<file path="src/rtl/lcs_pkg.sv">
// Types and constants shared by the LCS row engine.
package lcs_pkg;

  localparam int MaxB    = 256;
  localparam int SymBits = 8;
  localparam int PosW    = 9;
  localparam int RowW    = 9;

  typedef enum logic [1:0] {
    ReqStart = 2'd0,
    ReqLoad  = 2'd1,
    ReqProc  = 2'd2,
    ReqRead  = 2'd3
  } req_e;

  typedef struct packed {
    req_e        req_type;
    logic [8:0]  position;
    logic [7:0]  symbol;
    logic [8:0]  b_length;
  } in_word_t;

  typedef struct packed {
    logic [8:0]  row_value;
    logic        out_of_range;
  } out_word_t;

  // Word traveling down the row of cells, one cell per cycle while the row advances.
  typedef struct packed {
    logic               valid;
    req_e               req;
    logic [PosW-1:0]    pos;
    logic [SymBits-1:0] sym;
    logic [PosW-1:0]    n;
    logic [RowW-1:0]    left;
    logic [RowW-1:0]    diag;
    logic [RowW-1:0]    value;
    logic               flag;
  } tok_t;

endpackage

</file>
<file path="src/rtl/lcs_cell.sv">
// One cell of the row: holds B symbol idx-1 and row entry idx.
module lcs_cell (
  input  logic                       clk_i,
  input  logic                       rst_ni,
  input  logic                       adv_i,
  input  logic [lcs_pkg::PosW-1:0]   idx_i,
  input  lcs_pkg::tok_t              tok_i,
  output lcs_pkg::tok_t              tok_o
);
  import lcs_pkg::*;

  logic [SymBits-1:0] b_sym_q;
  logic [RowW-1:0]    row_q, row_d;
  tok_t               tok_q, tok_d;
  logic [RowW-1:0]    cand;
  logic               active;
  logic               read_hit;
  logic               load_hit;

  assign active   = (idx_i <= tok_i.n);
  assign read_hit = (tok_i.pos == idx_i) && !tok_i.flag;
  // Cell idx holds B symbol idx-1, so a load at position p lands in cell p+1.
  assign load_hit = tok_i.valid && (tok_i.req == ReqLoad) && !tok_i.flag &&
                    (({1'b0, tok_i.pos} + (PosW+1)'(1)) == {1'b0, idx_i});

  always_comb begin
    tok_d = tok_i;
    row_d = row_q;
    if (tok_i.sym == b_sym_q) begin
      cand = RowW'(tok_i.diag + 1'b1);
    end else begin
      cand = (tok_i.left > row_q) ? tok_i.left : row_q;
    end
    if (tok_i.valid) begin
      case (tok_i.req)
        ReqStart: begin
          row_d = '0;
        end
        ReqProc: begin
          if (active) begin
            row_d      = cand;
            tok_d.left = cand;
            tok_d.diag = row_q;
            if (idx_i == tok_i.n) begin
              tok_d.value = cand;
            end
          end
        end
        ReqRead: begin
          if (read_hit) begin
            tok_d.value = row_q;
          end
        end
        default: begin
        end
      endcase
    end
  end

  always_ff @(posedge clk_i or negedge rst_ni) begin
    if (!rst_ni) begin
      row_q <= '0;
      tok_q <= '0;
    end else if (adv_i) begin
      row_q <= row_d;
      tok_q <= tok_d;
    end
  end

  always_ff @(posedge clk_i) begin
    if (adv_i && load_hit) begin
      b_sym_q <= tok_i.sym;
    end
  end

  assign tok_o = tok_q;

endmodule

</file>
<file path="config.mk">
export PLATFORM = sky130hd
export DESIGN_NAME = lcs_cell
export DESIGN_NICKNAME = d
export VERILOG_FILES = /design/src/rtl/lcs_pkg.sv /design/src/rtl/lcs_cell.sv
export SDC_FILE = /design/constraint.sdc
export NUM_CORES = 1
export LEC_CHECK = 0
export BUFFER_PORTS_ARGS = -buffer_cell sky130_fd_sc_hd__buf_2
export CAP_MARGIN = 10
export CORE_ASPECT_RATIO = 0.5
export CORE_MARGIN = 4
export CORE_UTILIZATION = 54
export CTS_BUF_LIST = sky130_fd_sc_hd__clkbuf_8
export CTS_CLUSTER_SIZE = 14
export DETAILED_ROUTE_END_ITERATION = 8
export PLACE_DENSITY = 0.79
export SYNTH_ARGS = -nofsm -noshare
export SYNTH_HDL_FRONTEND = slang
export SYNTH_SLANG_ARGS = --single-unit
</file>
<file path="constraint.sdc">
create_clock -name clk_i -period 4.15 [get_ports clk_i]
set_clock_uncertainty 0.2 [all_clocks]
set_input_delay 0.415 -clock clk_i [delete_from_list [all_inputs] [get_ports clk_i]]
set_output_delay 0.415 -clock clk_i [all_outputs]
set_load 0.005 [all_outputs]
</file>
==> flow_metrics.py, run 1 <==
metrics = {
    "min_path": {
        "hold_class": "input pin to flip-flop",
    },
    "synth": {
        "yosysSeqAreaShare_pct": 41.7,
        "ys.flop_type": "dfrtp_1",
        "syn-num-nets": 558,
        "ys_types": 52,
        "synthArstFlopShare_pct": 89.2,
        "synth_seq_cells": 74,
        "yosysWarningCount": 0,
        "syn_area_sq_um": 4530,
        "synth-edff-count": 8,
        "synthCells": 469,
        "synth_area_per_cell_sq_um": 9.67,
    },
    "die": {
        "die_h_um": 72.8,
        "die_area_sq_um": 10000,
        "core_area_sq_um": 8090,
        "ios": 126,
        "initial_utilization_pct": 56.1,
        "die_w_um": 138,
        "rows": 23,
    },
    "sta": {
        "hold_viol": 0,
        "setup_viol": 0,
        "tns_ns": 0,
        "worst_pin_slew_ns": 0.962,
        "slew_headroom_pct": 35.7,
        "period_needed_ns": 2.91,
        "fin_crit_sh_pct": 70.1,
        "slew_viol_final": 0,
        "rsz0062_at_grt": "false",
        "fmax_ghz": 0.344,
    },
    "global_routing": {
        "grt_util_all_layers_pct": 24.4,
        "grt_max_degree": 87,
        "grt_pass1_vias": 3879,
        "grt_overflow": 0,
        "antenna_found_initial": 0,
        "grt_pass1_wl_mm": 19.1,
    },
    "drt": {
        "drt_iter0_drc": 275,
        "drtPass1Iterations": 4,
        "vias": 4026,
        "avgViaCountPerCell": 5.74,
        "wirelength_mm": 11.8,
        "drc": 0,
        "wl_per_cell_um": 16.7,
        "drtAntennaViolNets": 0,
    },
    "final_layout": {
        "syn_to_final_growth_pct": 19.9,
        "final_util_pct": 67.2,
        "final_common_cell": "buf_2",
        "drive_above_1_share_pct": 31.7,
        "seqCellArea_sq_um": 1890,
        "diodes": 0,
        "n_fill_cell": 669,
        "multi_input_area_sq_um": 2440,
        "nets": 674,
        "final_cell_mix": "buf_2, dfrtp_1, nand2_1",
    },
    "clock_network": {
        "htreeDepth": 3,
        "cts_buffers": 9,
        "postCtsResizedCells": 0,
        "cts_sinks": 74,
        "clkLatencyLatePin_ns": 0.36,
        "cts_root_buffer": "clkbuf_8",
        "cts_tree": "done",
        "clkSlewWorstSetupHoldPaths_ns": 0.09,
        "clock_path_buffers": 2,
    },
    "setup_path": {
        "max_stage_delay_ns": 0.49,
        "crit_chain": "inv_1 > ha_1 > nand4_1 > nor2_1 > nand4_1 > and3_1 > o31ai_1 > o211ai_1",
        "cp.arrival_ns": 2.94,
        "critPathKind": "flip-flop to flip-flop",
        "endpoint_kind": "flip-flop",
        "cp_slowest_cell": "nand4_1",
        "required_ns": 4.18,
        "cp_common_cell": "nand4_1",
        "crit_fanout": 16,
        "cp-start-kind": "flip-flop",
    },
    "pwr": {
        "max-vdd-ir-drop_uv": 233,
        "p_per_area_nw_per_um2": 345,
        "leakage_nw": 2.37,
    },
    "placed_design": {
        "dp_hpwl_mm": 8.91,
        "place.gp.congestion": 0.918,
        "portBuffers": 125,
    },
    "job": {
        "drv_cap": 0,
    },
    "status": {
        "status": "complete, no violations",
    },
}
==> critical path: cells and delay by family, from the launching register on <==
kind | cells | cell delay [ns]
AOI/OAI and AO/OA | 2 | 0.53
adders and majority gates | 1 | 0.30
buffers and inverters | 1 | 0.09
DFF | 1 | 0.43
and+or+nand+nor | 4 | 1.23
==> where the power goes <==
group | leakage [nW] | total (W) | switching, W | internal (W)
registers | 0.857 | 0.000850 | 0.0000486 | 0.000802
logic | 1.41 | 0.000434 | 0.000239 | 0.000196
clock network | 0.104 | 0.000592 | 0.000302 | 0.000290
total | 2.37 | 0.00188 | 0.000590 | 0.00129
==> metal layers <==
layer / vias up / routed length [um] / global-route usage (%)
li1: 1944 / - / -
met1: 1893 / 5330 / 33.7
met2: 170 / 5240 / 38.6
met3: 19 / 1010 / 6.54
met4: 0 / 169 / 6.31
met5: - / 0 / 0
==> kinds of logic after synthesis <==
group | after synthesis | synth area share [%]
buffers and inverters | 47 | 4.36
and+or+nand+nor | 138 | 15.2
AOI/OAI and AO/OA | 125 | 18.8
adders and majority gates | 20 | 5.52
DFF | 74 | 41.7
muxes | 33 | 8.17
xor gates and xnor gates | 32 | 6.18
==> per-stage QoR <==
| stage | cell area [sq um] | hold slack (ns) | power (W) | cells | setup WS [ns] |
|---|---|---|---|---|---|
| finish | 5440 | 0.0696 | 0.00188 | 702 | 1.24 |
| global route | 5440 | 0.0441 | 0.00199 | 702 | 1.02 |
| CTS | 5440 | 0.0439 | 0.00189 | 702 | 1.25 |
| detailed placement | 5220 | 0.290 | 0.00129 | 685 | 1.08 |
| global placement | 5220 | 0.284 | 0.00128 | 685 | 1.16 |
| floorplan | 4530 | -0.0806 | 0.00111 | 469 | 1.42 |
==> flip-flops by register name, summed over array words and instances, names as in the netlist <==
signal and flops:
row_q 9, b_sym_q 8, tok_o 57
==> cell usage after synthesis, types with 5 or more instances <==
library cell,n,share of area (%)
clkbuf_1,13,1.1
o21ai_0,28,3.1
buf_2,11,1.2
a21o_1,5,0.83
o211ai_1,16,2.6
a21oi_1,13,1.4
and3_1,9,1.2
nand2b_1,10,1.4
mux2_2,32,7.9
inv_1,22,1.8
a31oi_1,19,2.6
nand2_1,36,3.0
edfxtp_1,8,5.3
ha_1,20,5.5
dfrtp_1,66,36
o2bb2ai_1,10,1.9
nand3_1,21,2.3
o31ai_1,8,1.3
nor2_1,29,2.4
xnor2_1,19,3.7
xor2_1,13,2.5
a221oi_1,5,0.97
nand4_1,9,1.2
==> cell type report <==
cell class	count	area share, %
inverter	22	1.52
tap	112	2.58
clock buffer	9	2.28
timing repair buffer	130	12.2
multi-input combinational	348	45.0
clock inverter	7	1.59
sequential	74	34.8
==> repair_timing <==
item | CTS | global route
hold buffers | 1 | 0
buffers inserted | 0 | 0
hold endpoints to repair | 9 | 0
==> path summary, 6_finish.rpt <==
kind | to | slack [ns] | cells past startpoint | from
worst max-delay path | tok_o[23] | 1.24 | 8 | row_q[6]
worst min-delay path | b_sym_q[3] | 0.07 | 1 | tok_i[40]
worst max register to register | tok_o[23] | 1.24 | 8 | row_q[6]
worst min register to register | tok_o[40] | 0.31 | 1 | tok_o[40]
max in group asynchronous | tok_o[17] | 2.35 | 3 | rst_ni
min in group asynchronous | tok_o[41] | 0.52 | 2 | rst_ni
Note: power is estimated with default switching activity, not from simulation.
==> run 2, diff against run 1 <==
--- a/config.mk
+++ b/config.mk
@@ -5,6 +5,7 @@
 export SDC_FILE = /design/constraint.sdc
 export NUM_CORES = 1
 export LEC_CHECK = 0
+export ABC_AREA = 1
 export BUFFER_PORTS_ARGS = -buffer_cell sky130_fd_sc_hd__buf_2
 export CAP_MARGIN = 10
 export CORE_ASPECT_RATIO = 0.5
==> constraint.sdc (replaced) <==
create_clock -name clk_i -period 3 [get_ports clk_i]
set_clock_uncertainty 0.2 [all_clocks]
set_input_delay 0.3 -clock clk_i [delete_from_list [all_inputs] [get_ports clk_i]]
set_output_delay 0.3 -clock clk_i [all_outputs]
set_load 0.005 [all_outputs]
==> flow_metrics.py, run 2 <==
metrics = {
    "status": {
        "status": "complete, no violations",
    },
    "synth": {
        "syn-num-nets": 693,
        "synth_area_per_cell_sq_um": 7.50,
        "synth_xor_area_share_pct": 3.87,
        "synth_area_leaders": "dfrtp_1, nand2_1, o21ai_0, inv_1, ha_1",
        "synth_top_family_by_area": "simple AND/OR/NAND/NOR gates",
        "synth_seq_cells": 74,
        "synthArstFlopShare_pct": 89.2,
        "synth_top_area_cell": "dfrtp_1",
        "synth.mux.area_fraction_pct": 0,
        "synth_compound_area_share_pct": 14.5,
        "synth-edff-count": 8,
        "yosysWarningCount": 0,
        "netlist.area_leader.share_pct": 36.5,
        "synthCells": 604,
        "yosysSeqAreaShare_pct": 41.8,
        "syn_area_sq_um": 4530,
        "post-synth-top-count-cell": "nand2_1",
        "ys.flop_type": "dfrtp_1",
        "synthAdderAreaFrac_pct": 5.53,
        "ys_types": 40,
        "synthTopCellsByCount": "nand2_1, inv_1, dfrtp_1",
        "synth_simple_gate_area_share_pct": 25.5,
    },
    "setup_path": {
        "cp-start-kind": "input pin",
        "r2r_end": "tok_o[2]",
        "rrSetupSlack_ns": 0.58,
        "ff2ff_path_depth": 13,
        "crit_fanout": 11,
        "critPathKind": "input pin to flip-flop",
        "required_ns": 3.06,
        "crit-reg2reg-launch": "row_q[2]",
        "endpoint_kind": "flip-flop",
        "cp.arrival_ns": 2.64,
    },
    "min_path": {
        "hold_depth": 3,
        "hold_class": "input pin to flip-flop",
        "worstHoldStart": "tok_i[36]",
        "min_to": "tok_o[36]",
    },
    "global_routing": {
        "grt_pass1_vias": 4412,
        "grt_overflow": 0,
        "grt_pass1_wl_mm": 20.5,
        "grt_max_degree": 50,
        "antenna_found_initial": 0,
        "grt_util_all_layers_pct": 26.0,
    },
    "clock_network": {
        "cts_sinks": 74,
        "clkSlewWorstSetupHoldPaths_ns": 0.08,
        "cts_buffers": 9,
        "htreeDepth": 3,
        "post_cts_buffers": 0,
        "cts_tree": "done",
        "clkLatencyLatePin_ns": 0.36,
        "cts_root_buffer": "clkbuf_8",
        "clock_path_buffers": 2,
    },
    "placed_design": {
        "portBuffers": 125,
        "dpl_cell_area_sq_um": 5230,
        "place.gp.congestion": 0.927,
        "dp_hpwl_mm": 9.34,
    },
    "final_layout": {
        "stdcell_area_sq_um": 5610,
        "seqCellArea_sq_um": 1890,
        "nets": 833,
        "final_common_cell": "nand2_1",
        "drive_above_1_share_pct": 22.3,
        "syn_to_final_growth_pct": 24.0,
        "n_fill_cell": 718,
        "multi_input_area_sq_um": 2240,
        "diodes": 0,
        "final_cell_mix": "nand2_1, buf_2, inv_1",
        "largest_reg_flops": 57,
    },
    "die": {
        "die_area_sq_um": 10000,
        "die_w_um": 138,
        "rows": 23,
        "initial_utilization_pct": 56.0,
        "ios": 126,
        "die_h_um": 72.8,
        "core_area_sq_um": 8090,
    },
    "pwr": {
        "p_per_area_nw_per_um2": 476,
        "swShare_pct": 33.0,
        "seqPwrFrac_pct": 44.6,
        "leakage_nw": 2.96,
        "p_int_w": 0.00179,
        "p_clk_share_pct": 31.1,
        "p_switching_w": 0.000881,
        "max-vdd-ir-drop_uv": 265,
        "combPwrFrac_pct": 24.3,
    },
    "sta": {
        "whs_ns": 0.0111,
        "rsz0062_at_grt": "false",
        "tns_ns": 0,
        "slew_viol_final": 0,
        "fmax_ghz": 0.386,
        "hold_viol": 0,
        "fin_crit_sh_pct": 86.3,
        "period_needed_ns": 2.59,
        "slew_headroom_pct": 46.9,
        "worst_pin_slew_ns": 0.797,
        "setup_viol": 0,
    },
    "drt": {
        "route.top_layer_used": "met4",
        "wl_met2_mm": 5.92,
        "drtAntennaViolNets": 0,
        "drt-met1-wl_mm": 5.53,
        "drt_iter0_drc": 371,
        "wirelength_mm": 12.5,
        "dr_wl_met3_um": 853,
        "avgViaCountPerCell": 5.21,
        "wl_per_cell_um": 14.5,
        "vias": 4490,
        "drc": 0,
        "drtPass1Iterations": 5,
    },
    "job": {
        "drv_cap": 0,
    },
}
## run 2: what timing repair did
action | CTS | global route
hold buffers | 17 | 0
endpoints found under the setup margin | 0 | 0
endpoints found under the hold margin | 54 | 0
resized for setup | 0 | 0
## run 2: per-stage QoR
step / power (W) / std cells / utilization, % / setup slack (ns)
after global placement: 0.00182 / 828 / 64.7 / 0.632
after global routing: 0.00284 / 861 / 69.4 / 0.170
final: 0.00267 / 861 / 69.4 / 0.412
after CTS: 0.00268 / 861 / 69.4 / 0.489
after floorplan: 0.00156 / 604 / - / 0.474
after detailed placement: 0.00183 / 828 / 64.7 / 0.572
## run 2: power by group through the flow
| stage | registers [W] | logic, W | clock network (W) |
|---|---|---|---|
| final | 0.00119 | 0.000650 | 0.000831 |
| after CTS | 0.00119 | 0.000650 | 0.000844 |
| after global placement | 0.00120 | 0.000613 | 0 |
| after floorplan | 0.00119 | 0.000369 | 0 |
| after detailed placement | 0.00120 | 0.000631 | 0 |
| after global routing | 0.00120 | 0.000745 | 0.000891 |
## run 2: final cells by class
class,count,share of cell area (%)
clock inverters,6,1.29
inverters,73,5.01
flip-flops and latches,74,33.7
clock buffers,10,2.45
well taps,112,2.50
repair buffers,148,15.2
multi-input cells,438,39.8
## run 2: how the worst max path moves through the flow
| stage | slack (ns) | to | cells after the start | from |
|---|---|---|---|---|
| after floorplan | 0.47 | b_sym_q[0] | 7 | tok_i[45] |
| after global placement | 0.63 | tok_o[11] | 12 | tok_i[36] |
| after detailed placement | 0.57 | row_q[0] | 10 | idx_i[6] |
| after CTS | 0.49 | row_q[0] | 12 | tok_i[35] |
| after global routing | 0.17 | tok_o[9] | 15 | tok_i[37] |
| final | 0.41 | tok_o[9] | 15 | tok_i[37] |
## run 2: logic make-up (layout without fill, tap and decap cells)
family          after synthesis  count (layout)
compound gates              123             123
xor+xnor                     20              20
flops                        74              74
fa+ha+maj                    20              20
buf+inv                      92             237
simple gates                275             275
## run 2: routing by layer
layer | vias to the layer above | GRT usage, %
li1 | 2235 | -
met1 | 2092 | 34.4
met2 | 149 | 43.9
met3 | 14 | 5.65
met4 | 0 | 6.97
met5 | - | 0
## run 2: critical path, cell delays in order
cell,delay (ns)
dlygate4sd3_1,0.54
buf_2,0.13
inv_1,0.05
nand2_1,0.05
nand4_1,0.08
nor3_1,0.38
nand2_1,0.36
inv_1,0.27
nand2_1,0.09
nand2_1,0.10
nand2_1,0.05
nand2_1,0.06
nand3_1,0.06
nand2_1,0.07
nand2_1,0.04
==> run 3, diff against run 2 <==
--- a/config.mk
+++ b/config.mk
@@ -10,11 +10,11 @@
 export CAP_MARGIN = 10
 export CORE_ASPECT_RATIO = 0.5
 export CORE_MARGIN = 4
-export CORE_UTILIZATION = 54
+export CORE_UTILIZATION = 49
 export CTS_BUF_LIST = sky130_fd_sc_hd__clkbuf_8
 export CTS_CLUSTER_SIZE = 14
 export DETAILED_ROUTE_END_ITERATION = 8
-export PLACE_DENSITY = 0.79
+export PLACE_DENSITY = 0.76
 export SYNTH_ARGS = -nofsm -noshare
 export SYNTH_HDL_FRONTEND = slang
 export SYNTH_SLANG_ARGS = --single-unit
==> constraint.sdc (replaced) <==
create_clock -name clk_i -period 2.36 [get_ports clk_i]
set_clock_uncertainty 0.2 [all_clocks]
set_input_delay 0.236 -clock clk_i [delete_from_list [all_inputs] [get_ports clk_i]]
set_output_delay 0.236 -clock clk_i [all_outputs]
set_load 0.005 [all_outputs]
==> flow_metrics.py, run 3 (synthesis gave the netlist of run 2 again) <==
metrics = {
    "setup_path": {
        "cpLargestDelayFamily": "simple AND/OR/NAND/NOR gates",
        "cp-start-kind": "flip-flop",
        "required_ns": 2.41,
        "crit_fanout": 7,
        "max_stage_delay_ns": 0.35,
        "cp_slowest_cell": "dfrtp_1",
        "critPathKind": "flip-flop to flip-flop",
        "cp_common_cell": "nand2_1",
        "cp.arrival_ns": 2.34,
        "crit_buf_inv": 2,
        "crit_chain": "inv_1 > ha_1 > nand2_2 > nor2_4 > nand4_1 > buf_4 > nand2_4 > o211ai_1 > nand3_1 > nand2_1 > nand2_1 > nand2_1 > nand2_1",
        "endpoint_kind": "flip-flop",
    },
    "die": {
        "initial_utilization_pct": 51.1,
        "rows": 24,
        "die_h_um": 76.0,
        "ios": 126,
        "core_area_sq_um": 8860,
        "die_area_sq_um": 10900,
        "die_w_um": 144,
    },
    "global_routing": {
        "grt_pass1_vias": 4665,
        "grt_overflow": 0,
        "antenna_found_initial": 0,
        "grt_pass1_wl_mm": 22.1,
        "grt_util_all_layers_pct": 25.0,
        "grt_max_degree": 67,
    },
    "drt": {
        "drt_iter0_drc": 379,
        "drtAntennaViolNets": 0,
        "wl_per_cell_um": 15.4,
        "drtPass1Iterations": 5,
        "vias": 4810,
        "drc": 0,
        "avgViaCountPerCell": 5.31,
        "wirelength_mm": 14.0,
    },
    "clock_network": {
        "clkLatencyLatePin_ns": 0.36,
        "cts_tree": "done",
        "cts_buffers": 9,
        "cts_sinks": 74,
        "clock_path_buffers": 2,
        "htreeDepth": 3,
        "cts_root_buffer": "clkbuf_8",
        "clkSlewWorstSetupHoldPaths_ns": 0.08,
    },
    "status": {
        "failed_checks": "hold timing",
        "status": "complete, but fails checks",
    },
    "sta": {
        "slew_viol_final": 0,
        "worst_pin_slew_ns": 0.419,
        "slew_headroom_pct": 72.1,
        "fin_crit_sh_pct": 97.2,
        "whs_ns": -0.00162,
        "tns_ns": 0,
        "setup_viol": 0,
        "rsz0062_at_grt": "true",
        "hold_viol": 1,
        "fmax_ghz": 0.436,
        "period_needed_ns": 2.29,
    },
    "placed_design": {
        "place.gp.congestion": 0.884,
        "dpl_cell_area_sq_um": 5340,
        "dp_hpwl_mm": 9.51,
        "portBuffers": 125,
    },
    "final_layout": {
        "n_fill_cell": 718,
        "diodes": 0,
        "drive_above_1_share_pct": 28.0,
        "final_cell_mix": "nand2_1, buf_2, dfrtp_1",
        "largest_reg_flops": 57,
        "final_common_cell": "nand2_1",
        "syn_to_final_growth_pct": 37.2,
        "stdcell_area_sq_um": 6210,
        "nets": 872,
        "final_util_pct": 70.1,
    },
    "min_path": {
        "hold_class": "input pin to flip-flop",
    },
    "pwr": {
        "leakage_nw": 3.21,
        "p_total_w": 0.00386,
        "max-vdd-ir-drop_uv": 281,
        "p_per_area_nw_per_um2": 622,
    },
    "job": {
        "drv_cap": 0,
    },
}
run 3: layer usage:
layer	part of all wire, %	track usage [%]	vias to the layer above
li1	-	-	2314
met1	42	32.4	2281
met2	49	42.1	185
met3	6.5	5.64	30
met4	2.0	6.95	0
met5	0	0	-
run 3: metrics by stage:
stage	setup slack [ns]	cells
floorplan	0.209	604
global placement	0.0730	844
detailed placement	0.0358	844
CTS	0.0129	895
global route	-0.0895	905
finish	0.0658	905
run 3: cell type report:
| type | instances | area [sq um] | area share (%) |
|---|---|---|---|
| Multi-Input combinational cell | 439 | 2430 | 39.1 |
| Inverter | 73 | 284 | 4.57 |
| Tap cell | 117 | 146 | 2.36 |
| Sequential cell | 74 | 1890 | 30.5 |
| Clock inverter | 7 | 141 | 2.28 |
| Timing Repair Buffer | 186 | 1200 | 19.3 |
| Clock buffer | 9 | 124 | 1.99 |
run 3: worst paths after layout:
kind / from / endpoint / slack, ns / cells after the start
worst min register to register: tok_o[0] / tok_o[0] / 0.27 / 2
worst min-delay path: tok_i[10] / tok_o[10] / -0.002 / 3
max in group asynchronous: rst_ni / tok_o[15] / 1.41 / 3
min in group asynchronous: rst_ni / tok_o[41] / 0.22 / 3
worst max-delay path: row_q[8] / tok_o[2] / 0.07 / 13
worst max register to register: row_q[8] / tok_o[2] / 0.07 / 13
run 3: worst register-to-register path, delay by kind of cell, from the launching register on:
kind / cells / cell delay (ns)
AO/OA/AOI/OAI: 1 / 0.27
adder cells (fa/ha/maj): 1 / 0.31
buffers and inverters: 2 / 0.23
flip-flops: 1 / 0.35
AND/OR/NAND/NOR: 9 / 0.83
run 3: timing repair:
| action | CTS | global route |
|---|---|---|
| setup buffers | 0 | 9 |
| setup endpoints to repair | 0 | 43 |
| resized for setup | 0 | 53 |
| hold buffers | 35 | 0 |
| hold endpoints to repair | 108 | 0 |
run 3: where the power goes:
part,total (W),internal [W],switching [W]
registers,0.00150,0.00142,0.0000835
clock network,0.00132,0.000811,0.000513
logic,0.00104,0.000442,0.000595
total,0.00386,0.00267,0.00119
